[src/hdl/ldwbc_pkg.sv]
// ----------------------------------------------------------------------------
// ldwbc_pkg
// Shared constants, codes and types of the lane delay-window and bitslip
// calibration block.
// ----------------------------------------------------------------------------
package ldwbc_pkg;

    localparam int TAP_COUNT   = 32;
    localparam int TAP_W       = 5;
    localparam int CNT_W       = 6;
    localparam int SUM_W       = 9;
    localparam int SLIP_W      = 3;
    localparam int TRY_W       = 4;
    localparam int MAX_TRIES   = 8;
    localparam int DIV_CW      = 4;
    localparam int QUEUE_DEPTH = 2;
    localparam int QUEUE_AW    = 1;
    localparam int CFG_AW      = 2;
    localparam int CFG_DW      = 32;
    localparam int WORD_W      = 32;

    localparam logic [TAP_W-1:0] TAP_LAST = TAP_W'(TAP_COUNT - 1);

    typedef enum logic [CFG_AW-1:0] {
        REG_PATTERN    = 2'd0,
        REG_MIN_WINDOW = 2'd1,
        REG_FALLBACK   = 2'd2,
        REG_SLIP_TRIES = 2'd3
    } cfg_reg_t;

    typedef enum logic [1:0] {
        CMD_SET    = 2'd0,
        CMD_SLIP   = 2'd1,
        CMD_REPORT = 2'd2
    } cmd_t;

    typedef struct packed {
        logic start;
        logic hit;
        logic exact;
    } item_t;

    typedef struct packed {
        logic [WORD_W-1:0] pattern;
        logic [CNT_W-1:0]  min_window_len;
        logic [TAP_W-1:0]  fallback_tap;
        logic [TRY_W-1:0]  slip_tries;
    } cfg_t;

    typedef struct packed {
        cmd_t              command;
        logic [TAP_W-1:0]  delay_tap;
        logic [SLIP_W-1:0] slip_count;
        logic              aligned;
        logic              last;
    } result_t;

endpackage

[src/hdl/lane_delay_window_bitslip_calibration.sv]
// ----------------------------------------------------------------------------
// lane_delay_window_bitslip_calibration
// Delay-window scan and bitslip training for one serial lane.
// ----------------------------------------------------------------------------
// A start beat (tuser 0) commands tap 0; each word beat (tuser 1) then
// steps the scan or the bitslip search and yields one or two result beats,
// or none outside a scan or search. Input beats pass through a two-entry
// queue, so the input side keeps accepting while a result waits, until the
// queue is full. The beat that ends the scan passes through the nine-step
// serial divider that finds the center tap; a beat that yields two results
// sends the second from a separate state after the first.
module lane_delay_window_bitslip_calibration
    import ldwbc_pkg::*;
(
    input  logic              clk,
    input  logic              rst_n,
    input  logic              cfg_we,
    input  logic [CFG_AW-1:0] cfg_addr,
    input  logic [CFG_DW-1:0] cfg_data,
    input  logic              s_tvalid,
    output logic              s_tready,
    input  logic [WORD_W-1:0] s_tdata,   // test_word
    input  logic              s_tuser,   // operation
    output logic              m_tvalid,
    input  logic              m_tready,
    output logic [15:0]       m_tdata,   // delay_tap, slip_count, aligned, zero pad
    output logic [1:0]        m_tuser,   // command
    output logic              m_tlast
);

    cfg_t    cfg_reg;
    cfg_t    cfg_next;
    logic    full;
    logic    push;
    item_t   push_item;
    logic    q_valid;
    item_t   q_item;
    logic    q_pop;
    result_t result;

    always_comb
    begin
        cfg_next = cfg_reg;
        if (cfg_we)
        begin
            case (cfg_reg_t'(cfg_addr))
                REG_PATTERN:    cfg_next.pattern        = cfg_data;
                REG_MIN_WINDOW: cfg_next.min_window_len = cfg_data[CNT_W-1:0];
                REG_FALLBACK:   cfg_next.fallback_tap   = cfg_data[TAP_W-1:0];
                REG_SLIP_TRIES: cfg_next.slip_tries     = cfg_data[TRY_W-1:0];
                default:        cfg_next = cfg_reg;
            endcase
        end
    end

    always_ff @(posedge clk or negedge rst_n)
    begin
        if (!rst_n)
        begin
            cfg_reg.pattern        <= 32'hFFAA5500;
            cfg_reg.min_window_len <= CNT_W'(5);
            cfg_reg.fallback_tap   <= TAP_W'(9);
            cfg_reg.slip_tries     <= TRY_W'(4);
        end
        else
        begin
            cfg_reg <= cfg_next;
        end
    end

    ldwbc_front u_front (
        .s_tvalid  (s_tvalid),
        .s_tready  (s_tready),
        .s_tdata   (s_tdata),
        .s_tuser   (s_tuser),
        .pattern   (cfg_reg.pattern),
        .full      (full),
        .push      (push),
        .push_item (push_item)
    );

    ldwbc_queue u_queue (
        .clk       (clk),
        .rst_n     (rst_n),
        .push      (push),
        .push_item (push_item),
        .full      (full),
        .pop_valid (q_valid),
        .pop_item  (q_item),
        .pop       (q_pop)
    );

    ldwbc_back u_back (
        .clk            (clk),
        .rst_n          (rst_n),
        .min_window_len (cfg_reg.min_window_len),
        .fallback_tap   (cfg_reg.fallback_tap),
        .slip_tries     (cfg_reg.slip_tries),
        .q_valid        (q_valid),
        .q_item         (q_item),
        .q_pop          (q_pop),
        .out_valid      (m_tvalid),
        .out_ready      (m_tready),
        .out_result     (result)
    );

    assign m_tdata = {7'b0, result.aligned, result.slip_count, result.delay_tap};
    assign m_tuser = result.command;
    assign m_tlast = result.last;

endmodule

[src/hdl/ldwbc_front.sv]
// ----------------------------------------------------------------------------
// ldwbc_front
// Accepts input beats and classifies each test word against the training
// pattern and its byte rotations.
// ----------------------------------------------------------------------------
module ldwbc_front
    import ldwbc_pkg::*;
(
    input  logic              s_tvalid,
    output logic              s_tready,
    input  logic [WORD_W-1:0] s_tdata,
    input  logic              s_tuser,
    input  logic [WORD_W-1:0] pattern,
    input  logic              full,
    output logic              push,
    output item_t             push_item
);

    logic [WORD_W-1:0] rot8;
    logic [WORD_W-1:0] rot16;
    logic [WORD_W-1:0] rot24;

    assign rot8  = {pattern[7:0],  pattern[WORD_W-1:8]};
    assign rot16 = {pattern[15:0], pattern[WORD_W-1:16]};
    assign rot24 = {pattern[23:0], pattern[WORD_W-1:24]};

    assign s_tready = !full;
    assign push     = s_tvalid && !full;

    always_comb
    begin
        push_item.start = !s_tuser;
        push_item.exact = (s_tdata == pattern);
        push_item.hit   = (s_tdata == pattern) || (s_tdata == rot8) ||
                          (s_tdata == rot16) || (s_tdata == rot24);
    end

endmodule

[src/hdl/ldwbc_queue.sv]
// ----------------------------------------------------------------------------
// ldwbc_queue
// Short queue of classified beats between the front and the back.
// ----------------------------------------------------------------------------
module ldwbc_queue
    import ldwbc_pkg::*;
(
    input  logic  clk,
    input  logic  rst_n,
    input  logic  push,
    input  item_t push_item,
    output logic  full,
    output logic  pop_valid,
    output item_t pop_item,
    input  logic  pop
);

    item_t               mem_reg [QUEUE_DEPTH];
    logic [QUEUE_AW-1:0] wr_ptr_reg;
    logic [QUEUE_AW-1:0] wr_ptr_next;
    logic [QUEUE_AW-1:0] rd_ptr_reg;
    logic [QUEUE_AW-1:0] rd_ptr_next;
    logic [QUEUE_AW:0]   count_reg;
    logic [QUEUE_AW:0]   count_next;
    logic                do_push;
    logic                do_pop;

    assign full      = (count_reg == (QUEUE_AW+1)'(QUEUE_DEPTH));
    assign pop_valid = (count_reg != '0);
    assign pop_item  = mem_reg[rd_ptr_reg];
    assign do_push   = push && !full;
    assign do_pop    = pop && pop_valid;

    always_comb
    begin
        wr_ptr_next = do_push ? wr_ptr_reg + 1'b1 : wr_ptr_reg;
        rd_ptr_next = do_pop ? rd_ptr_reg + 1'b1 : rd_ptr_reg;
        count_next  = count_reg;
        if (do_push && !do_pop)
        begin
            count_next = count_reg + 1'b1;
        end
        else if (do_pop && !do_push)
        begin
            count_next = count_reg - 1'b1;
        end
    end

    always_ff @(posedge clk or negedge rst_n)
    begin
        if (!rst_n)
        begin
            wr_ptr_reg <= '0;
            rd_ptr_reg <= '0;
            count_reg  <= '0;
        end
        else
        begin
            wr_ptr_reg <= wr_ptr_next;
            rd_ptr_reg <= rd_ptr_next;
            count_reg  <= count_next;
        end
    end

    always_ff @(posedge clk)
    begin
        if (do_push)
        begin
            mem_reg[wr_ptr_reg] <= push_item;
        end
    end

endmodule

[src/hdl/ldwbc_back.sv]
// ----------------------------------------------------------------------------
// ldwbc_back
// Runs the delay scan and bitslip search, finds the center tap with a
// serial divider and holds each result in an output register.
// ----------------------------------------------------------------------------
module ldwbc_back
    import ldwbc_pkg::*;
(
    input  logic             clk,
    input  logic             rst_n,
    input  logic [CNT_W-1:0] min_window_len,
    input  logic [TAP_W-1:0] fallback_tap,
    input  logic [TRY_W-1:0] slip_tries,
    input  logic             q_valid,
    input  item_t            q_item,
    output logic             q_pop,
    output logic             out_valid,
    input  logic             out_ready,
    output result_t          out_result
);

    typedef enum logic [3:0] {
        ST_IDLE   = 4'b0001,
        ST_DIV    = 4'b0010,
        ST_CENTRE = 4'b0100,
        ST_SECOND = 4'b1000
    } back_state_t;

    typedef enum logic [3:0] {
        PH_IDLE = 4'b0001,
        PH_SCAN = 4'b0010,
        PH_SLIP = 4'b0100,
        PH_DONE = 4'b1000
    } phase_t;

    back_state_t       state_reg;
    back_state_t       state_next;
    phase_t            phase_reg;
    phase_t            phase_next;
    logic [TAP_W-1:0]  tap_reg;
    logic [TAP_W-1:0]  tap_next;
    logic [CNT_W-1:0]  cnt_reg;
    logic [CNT_W-1:0]  cnt_next;
    logic [SUM_W-1:0]  sum_reg;
    logic [SUM_W-1:0]  sum_next;
    logic              locked_reg;
    logic              locked_next;
    logic [TAP_W-1:0]  chosen_reg;
    logic [TAP_W-1:0]  chosen_next;
    logic [SLIP_W-1:0] slip_reg;
    logic [SLIP_W-1:0] slip_next;
    logic [DIV_CW-1:0] div_cnt_reg;
    logic [DIV_CW-1:0] div_cnt_next;
    logic [SUM_W-1:0]  quo_reg;
    logic [SUM_W-1:0]  quo_next;
    logic [CNT_W:0]    rem_reg;
    logic [CNT_W:0]    rem_next;
    logic              out_valid_reg;
    logic              out_valid_next;
    result_t           out_res_reg;
    result_t           out_res_next;

    logic              out_free;
    logic              load;
    result_t           res;
    logic [TRY_W-1:0]  tries_lim;
    logic [CNT_W-1:0]  cnt_inc;
    logic [TRY_W-1:0]  slip_inc;
    logic              stop;
    logic [CNT_W:0]    rem_shift;
    logic [CNT_W+1:0]  trial;

    assign out_free   = !out_valid_reg || out_ready;
    assign out_valid  = out_valid_reg;
    assign out_result = out_res_reg;
    assign tries_lim  = (slip_tries > TRY_W'(MAX_TRIES)) ? TRY_W'(MAX_TRIES) : slip_tries;
    assign cnt_inc    = cnt_reg + 1'b1;
    assign slip_inc   = {1'b0, slip_reg} + 1'b1;
    assign rem_shift  = {rem_reg[CNT_W-1:0], quo_reg[SUM_W-1]};
    assign trial      = {1'b0, rem_shift} - {2'b00, cnt_reg};

    always_comb
    begin
        state_next   = state_reg;
        phase_next   = phase_reg;
        tap_next     = tap_reg;
        cnt_next     = cnt_reg;
        sum_next     = sum_reg;
        locked_next  = locked_reg;
        chosen_next  = chosen_reg;
        slip_next    = slip_reg;
        div_cnt_next = div_cnt_reg;
        quo_next     = quo_reg;
        rem_next     = rem_reg;
        q_pop        = 1'b0;
        load         = 1'b0;
        stop         = 1'b0;
        res          = '0;
        res.command  = CMD_SET;

        case (state_reg)
            ST_IDLE:
            begin
                if (q_valid && out_free)
                begin
                    q_pop = 1'b1;
                    if (q_item.start)
                    begin
                        phase_next  = PH_SCAN;
                        tap_next    = '0;
                        cnt_next    = '0;
                        sum_next    = '0;
                        locked_next = 1'b0;
                        chosen_next = '0;
                        slip_next   = '0;
                        load        = 1'b1;
                        res.last    = 1'b1;
                    end
                    else if (phase_reg == PH_SCAN)
                    begin
                        if (q_item.hit)
                        begin
                            cnt_next = cnt_inc;
                            sum_next = sum_reg + SUM_W'(tap_reg);
                            if (cnt_inc >= min_window_len)
                            begin
                                locked_next = 1'b1;
                            end
                        end
                        else if (locked_reg)
                        begin
                            stop = 1'b1;
                        end
                        else
                        begin
                            cnt_next = '0;
                            sum_next = '0;
                        end
                        if (!stop && tap_reg != TAP_LAST)
                        begin
                            tap_next      = tap_reg + 1'b1;
                            load          = 1'b1;
                            res.delay_tap = tap_reg + 1'b1;
                            res.last      = 1'b1;
                        end
                        else
                        begin
                            state_next   = ST_DIV;
                            div_cnt_next = DIV_CW'(SUM_W);
                            quo_next     = sum_next;
                            rem_next     = '0;
                        end
                    end
                    else if (phase_reg == PH_SLIP)
                    begin
                        load          = 1'b1;
                        res.delay_tap = chosen_reg;
                        if (q_item.exact)
                        begin
                            phase_next     = PH_DONE;
                            res.command    = CMD_REPORT;
                            res.slip_count = slip_reg;
                            res.aligned    = 1'b1;
                            res.last       = 1'b1;
                        end
                        else
                        begin
                            slip_next   = slip_inc[SLIP_W-1:0];
                            res.command = CMD_SLIP;
                            if (slip_inc >= tries_lim)
                            begin
                                phase_next = PH_DONE;
                                state_next = ST_SECOND;
                            end
                            else
                            begin
                                res.last = 1'b1;
                            end
                        end
                    end
                end
            end
            ST_DIV:
            begin
                if (trial[CNT_W+1])
                begin
                    rem_next = rem_shift;
                    quo_next = {quo_reg[SUM_W-2:0], 1'b0};
                end
                else
                begin
                    rem_next = trial[CNT_W:0];
                    quo_next = {quo_reg[SUM_W-2:0], 1'b1};
                end
                div_cnt_next = div_cnt_reg - 1'b1;
                if (div_cnt_reg == DIV_CW'(1))
                begin
                    state_next = ST_CENTRE;
                end
            end
            ST_CENTRE:
            begin
                if (out_free)
                begin
                    chosen_next   = (cnt_reg != '0) ? quo_reg[TAP_W-1:0] : fallback_tap;
                    slip_next     = '0;
                    load          = 1'b1;
                    res.delay_tap = chosen_next;
                    if (tries_lim == '0)
                    begin
                        phase_next = PH_DONE;
                        state_next = ST_SECOND;
                    end
                    else
                    begin
                        phase_next = PH_SLIP;
                        state_next = ST_IDLE;
                        res.last   = 1'b1;
                    end
                end
            end
            ST_SECOND:
            begin
                if (out_free)
                begin
                    load          = 1'b1;
                    res.command   = CMD_REPORT;
                    res.delay_tap = chosen_reg;
                    res.last      = 1'b1;
                    state_next    = ST_IDLE;
                end
            end
            default:
            begin
                state_next = ST_IDLE;
            end
        endcase

        out_valid_next = out_valid_reg;
        out_res_next   = out_res_reg;
        if (load)
        begin
            out_valid_next = 1'b1;
            out_res_next   = res;
        end
        else if (out_ready)
        begin
            out_valid_next = 1'b0;
        end
    end

    always_ff @(posedge clk or negedge rst_n)
    begin
        if (!rst_n)
        begin
            state_reg     <= ST_IDLE;
            phase_reg     <= PH_IDLE;
            tap_reg       <= '0;
            cnt_reg       <= '0;
            sum_reg       <= '0;
            locked_reg    <= 1'b0;
            chosen_reg    <= '0;
            slip_reg      <= '0;
            div_cnt_reg   <= '0;
            out_valid_reg <= 1'b0;
        end
        else
        begin
            state_reg     <= state_next;
            phase_reg     <= phase_next;
            tap_reg       <= tap_next;
            cnt_reg       <= cnt_next;
            sum_reg       <= sum_next;
            locked_reg    <= locked_next;
            chosen_reg    <= chosen_next;
            slip_reg      <= slip_next;
            div_cnt_reg   <= div_cnt_next;
            out_valid_reg <= out_valid_next;
        end
    end

    always_ff @(posedge clk)
    begin
        quo_reg     <= quo_next;
        rem_reg     <= rem_next;
        out_res_reg <= out_res_next;
    end

`ifndef NO_ASSERTIONS
    a_div_exit: assert property (@(posedge clk) disable iff (!rst_n)
        state_reg == ST_DIV |=> state_reg == ST_DIV || state_reg == ST_CENTRE)
        else $error("divider left for an unexpected state");

    a_run_bound: assert property (@(posedge clk) disable iff (!rst_n)
        cnt_reg <= CNT_W'(TAP_COUNT))
        else $error("run count above tap count");

    a_report_last: assert property (@(posedge clk) disable iff (!rst_n)
        out_valid_reg && out_res_reg.command == CMD_REPORT |-> out_res_reg.last)
        else $error("report beat without last");

    a_second_pending: assert property (@(posedge clk) disable iff (!rst_n)
        state_reg == ST_SECOND |-> out_valid_reg && !out_res_reg.last)
        else $error("second result without a pending first beat");

    a_pop_idle: assert property (@(posedge clk) disable iff (!rst_n)
        q_pop |-> state_reg == ST_IDLE && out_free)
        else $error("queue popped while busy");
`endif

endmodule
[config.mk]
export PLATFORM = sky130hd
export DESIGN_NAME = lane_delay_window_bitslip_calibration
export DESIGN_NICKNAME = d
export VERILOG_FILES = /design/src/hdl/ldwbc_pkg.sv /design/src/hdl/lane_delay_window_bitslip_calibration.sv /design/src/hdl/ldwbc_front.sv /design/src/hdl/ldwbc_queue.sv /design/src/hdl/ldwbc_back.sv
export SDC_FILE = /design/constraint.sdc
export NUM_CORES = 1
export LEC_CHECK = 0
export ABC_AREA = 1
export ABC_CLOCK_PERIOD_IN_PS = 2450
export CAP_MARGIN = 20
export CORE_MARGIN = 10
export CORE_UTILIZATION = 62
export DETAILED_ROUTE_END_ITERATION = 10
export DONT_BUFFER_PORTS = 1
export GPL_TIMING_DRIVEN = 0
export PLACE_DENSITY = 0.78
export SYNTH_ARGS = -nofsm -noshare
export SYNTH_HDL_FRONTEND = slang
export SYNTH_SLANG_ARGS = --single-unit
[constraint.sdc]
create_clock -name clk -period 2.45 [get_ports clk]
set_input_delay 0.1225 -clock clk [delete_from_list [all_inputs] [get_ports clk]]
set_output_delay 0.1225 -clock clk [all_outputs]
set_load 0.05 [all_outputs]
# == Yosys cells after proc, flatten, opt, wreduce, memory -nomap -nowiden ==
# Memory sizes are Yosys's and may differ from the RTL's.
# Index checks and enable logic that the tools add are counted.
# op_classes
add_sub_neg,10
n_lt_le_gt_ge,3
n_eq_ne,33
n_mux,106
n_bitwise,4
reduce_logical,45
# ops
operator,n
$eq 32x32->1,4
$mux 4,25
$mux 9,8
$mux 6,9
$mux 5,10
$mux 1,29
$mux 12,2
$mux 3,6
$pmux 9 s2,1
$reduce_bool 2->1,9
$pmux 4 s2,2
$pmux 4 s4,1
$pmux 5 s3,1
$ne 3x3->1 const B,4
$pmux 6 s2,1
$reduce_and 4->1,3
$reduce_and 6->1,2
$mux 11,1
$ne 2x1->1 const B,5
$pmux 5 s2,1
$reduce_and 5->1,2
$add 9x5->9,1
$reduce_and 9->1,1
$eq 4x1->1 const B,2
other kinds (39),71
# word_totals
ff_bits,120
mem_bits_rw,6
in_bits,72
output_inout_bits,21
word_cells,226
mem_count,1
# memory_table
name,depth,word_bits,read_ports,rd_clocked_by_memory_dff,wr,line_no,source
u_queue.mem_reg,2,3,1,0,1,ldwbc_queue.sv:18,item_t mem_reg [QUEUE_DEPTH];

# == Longest topological paths before layout ==
# depth
ltp_word,14
mapped_depth,13
depth_no_buf,13

# == Cells and area by module ==
# From an unflattened synthesis, not the netlist that was laid out.
# hier_totals
hier_cells,1280
hier_area_um2,8783.4
# by_module_without_submodules
mod,n_inst,cells_per_inst,area_each_um2
ldwbc_back,1,517,4252.8
ldwbc_front,1,499,2085.8
lane_delay_window_bitslip_calibration,1,217,1988.2
ldwbc_queue,1,47,456.7

# == Least setup slack after synthesis ==
# OpenSTA, ideal clock, no wires.
# synth_timing
path_kind,flip-flop to flip-flop
startpoint,reg u_back.out_valid_reg (netlist: u_back.out_valid)
endpoint,"reg u_back.quo_reg[0], enable pin"
arrival_ps,1670
setup_slack_ps,421
path_stages_with_launch,8
n_path_buf,0
period_less_slack_ps,2029
path_cell_list,dfrtp_1 -> nand2_1 -> o21ai_2 -> nor2_2 -> nand2_2 -> a21oi_2 -> nor2_2 -> inv_1
# synth_via
elab_chain_len,5
# synth_rtl
item,line_no,source
from (decl),ldwbc_back.sv:58,logic out_valid_reg;
from (signal assigned),ldwbc_back.sv:278,out_valid_reg <= out_valid_next;
$logic_not 1->1,ldwbc_back.sv:73,assign out_free = !out_valid_reg || out_ready;
$logic_or 1x1->1,ldwbc_back.sv:73,
$logic_and 1x1->1,ldwbc_back.sv:104,if (q_valid && out_free)
$ne 2x1->1 (no line),-,
$reduce_and 5->1 (no line),-,
to (signal assigned),ldwbc_back.sv:284,quo_reg <= quo_next;
to (decl),ldwbc_back.sv:54,logic [SUM_W-1:0] quo_reg;
# No other way between the ends.
# A chain may end at the register's enable or synchronous reset.

==> metrics <==
status completed; number of H-tree levels 4; largest net degree at the start of global routing 94; gate count of the mapped netlist 1210; Max Clock Skew 0.00811 ns; number of failing setup endpoints in the final timing report 0; Min Clock Period, post-route 2.24 ns; Setup CP Type reg2reg; initial standard-cell utilization of the core 63.8%; via count of the first global-routing pass 7717; dpl ws -0.0540 ns; post-detailed-placement half-perimeter wirelength 16800 um; setup repair after global routing missed its margin false; smallest setup slack after layout 0.208 ns; number of buffers inserted by port buffering 0; startpoint kind of the worst setup timing path flip-flop; CP Buf/Inv Count 1; final-report hold violation count 0; Clock Sink Count 126; total length of routed wires 22800 um; antenna violations before repair 1; Area contributors post-synth dfrtp_1, nand2_1, edfxtp_1; Largest delay share family, worst path compound AO/OA/AOI/OAI gates; most numerous cell on the critical path nand2_1; Syn Area/Cell 7.04 um2; number of buffers added by the clock tree synthesis step 17; data arrival time at the worst-slack endpoint 2.41 ns; clock tree from TritonCTS yes; commonest cells after routing, fill and taps aside nand2_1, nor2_1, inv_1; minimum hold slack 0.0201 ns; gr ovfl total 0; r2r worst-path depth 11; flip-flop count of the largest register, all copies and words added 47; clock insertion delay at the later pin of the skew report 0.42 ns; post-synth design cell area between 8000 and 9000 um2; Horiz. Die Dim 137 um; total chip power 9.38 mW; post-synthesis async set-or-reset flop share 73.8%; total core area 13300 um2; number of rows created at floorplan 42; number of pins exceeding their max-slew limit in the final report 0; post-synth cell types 46; clock edge transition at the registers on the reported setup and hold paths 0.06 ns; most common library cell in the layout ignoring fill and taps nand2_1; count of state elements after synthesis 126; remaining design rule violation count 0; CP Data Required Time 2.62 ns; area fraction of the dominant cell type after synthesis 20.6%; fmax around 450 MHz; IR Drop Worst-Case VDD 0.000986 V; capturing element type of the critical path flip-flop; global-route wire length before repair 37100 um; actual transition at the worst max-transition pin 0.775 ns; Crit Path Max Fanout 3; Clock Tree Buf Depth 2; Leakage Power 5.04 nW; number of nets at the end of the flow 1375; sequential element share of the synthesized area 39.3%; total number of yosys warnings 0; Area Overhead vs Synth 14.2%; worst hold path depth 3; Worst slew margin roughly half; number of iterations in the first detailed-routing pass 5; floorplan die area 18800 um2; EDFF count, synth 33; WP depth 11; prevailing post-synth register cell dfrtp_1; power per cell area around 960 nW/um2; post-detailed-route count of antenna-violating nets 0; detail-routed via count per cell 5.35; Via Count 7828; critical-path cell list nor2_1 -> nand2_1 -> a21boi_0 -> ha_1 -> inv_1 -> nand2_1 -> a21oi_1 -> o21ai_0 -> nand3_1 -> nand2_1 -> nand3_1; root buffer cell clkbuf_16; final worst path period share 91.5%; Crit path largest cell delay ~0.55 ns; fraction of layout cells with a size suffix above 1 9.03%; Iteration-0 DRC Markers 640; min-delay worst type in2reg; setup_tns 0 ns; boundary pin count 93; Die Span Y around 140 um; area post-placement 8760 um2; drt wl/cell 15.6 um; number of maximum-capacitance violations 0; gp weighted congestion 0.931; fin area 9730 um2; Tot GR Track Use about 25%; biggest area consumer among synthesized cells dfrtp_1; cell with the largest stage delay on the worst path dfstp_2
[power breakdown]
part | switching [mW] | internal, mW | total, mW
logic | 2.17 | 1.12 | 3.30
registers | 0.805 | 2.82 | 3.63
clock network | 0.940 | 1.51 | 2.45
[cells by family (layout without fill, tap and decap cells)]
group	after synthesis	after routing	share of synthesized area (%)
fa+ha+maj	31	31	4.73
compound gates	134	134	8.93
simple gates	692	692	33.4
buf+inv	174	243	8.24
other cells	1	8	0.0440
flops	126	126	39.3
xor+xnor	52	52	5.35
[per-stage QoR]
step           utilization [%]  cells
2_1_floorplan                -   1216
3_3_place_gp              65.6   1392
3_5_place_dp              65.6   1392
4_1_cts                   72.7   1460
5_1_grt                   72.9   1462
6_report                  72.9   1462
[timing repair]
item / in CTS / in global routing
endpoints found under the setup margin: 12 / 15
hold endpoints to repair: 133 / 0
buffers inserted: 2 / 1
resized for setup: 0 / 2
pin swaps: 1 / 0
hold buffers: 34 / 0
[synth_stat cells, types with 2 or more instances]
| library cell | number |
|---|---|
| a21oi_2 | 2 |
| ha_1 | 29 |
| o21ai_1 | 10 |
| buf_4 | 8 |
| o21ai_0 | 50 |
| edfxtp_1 | 33 |
| nand3_1 | 39 |
| nand3_2 | 3 |
| o211ai_2 | 3 |
| a21boi_0 | 3 |
| nand2_4 | 6 |
| nand2_2 | 7 |
| xnor2_1 | 5 |
| nand2_1 | 466 |
| xor2_1 | 47 |
| nor2_4 | 5 |
| a21oi_1 | 45 |
| nor3_1 | 3 |
| nand4_1 | 6 |
| o211ai_1 | 10 |
| inv_4 | 2 |
| inv_2 | 8 |
| nor2_2 | 4 |
| clkbuf_1 | 10 |
| nor2_1 | 145 |
| a22oi_1 | 3 |
| a31oi_1 | 2 |
| inv_1 | 143 |
| nand3b_1 | 2 |
| dfstp_2 | 23 |
| o21ai_2 | 3 |
| dfrtp_1 | 70 |
| fa_1 | 2 |
[metal layers]
metal / vias to the layer above / routed length [um] / track usage [%] / part of all wire [%]
met1: 3618 / 9480 / 30.8 / 42
li1: 3901 / - / - / -
met3: 53 / 1640 / 6.45 / 7.2
met2: 256 / 11100 / 41.3 / 49
met5: - / 0 / 0 / 0
met4: 0 / 546 / 8.37 / 2.4
[tightest hold or removal path, stage by stage]
cell and delay (ns):
nand3_1 0.15, nand2_1 0.06, o21ai_0 0.06
[worst paths after layout]
| kind | from | slack [ns] | endpoint |
|---|---|---|---|
| max | cfg_reg[2] | 0.21 | u_back.out_result[0] |
| min | cfg_we | 0.02 | cfg_reg[9] |
| max reg2reg | cfg_reg[2] | 0.21 | u_back.out_result[0] |
| min reg2reg | u_back.phase_reg[0] | 0.45 | u_back.phase_reg[0] |
| max in group asynchronous | rst_n | 1.76 | cfg_reg[41] |
| min in group asynchronous | rst_n | 0.29 | cfg_reg[20] |
[final cells by class]
| cell class | instances | area (um2) |
|---|---|---|
| plain buffers | 20 | 114 |
| repair buffers | 37 | 393 |
| clock inverters | 11 | 116 |
| fillers | 1096 | 3620 |
| flip-flops and latches | 126 | 3350 |
| clock buffers | 21 | 450 |
| diodes | 1 | 2.50 |
| inverters | 154 | 592 |
| well taps | 176 | 220 |
| multi-input cells | 916 | 4490 |
Note: power is estimated with default switching activity, not from simulation.
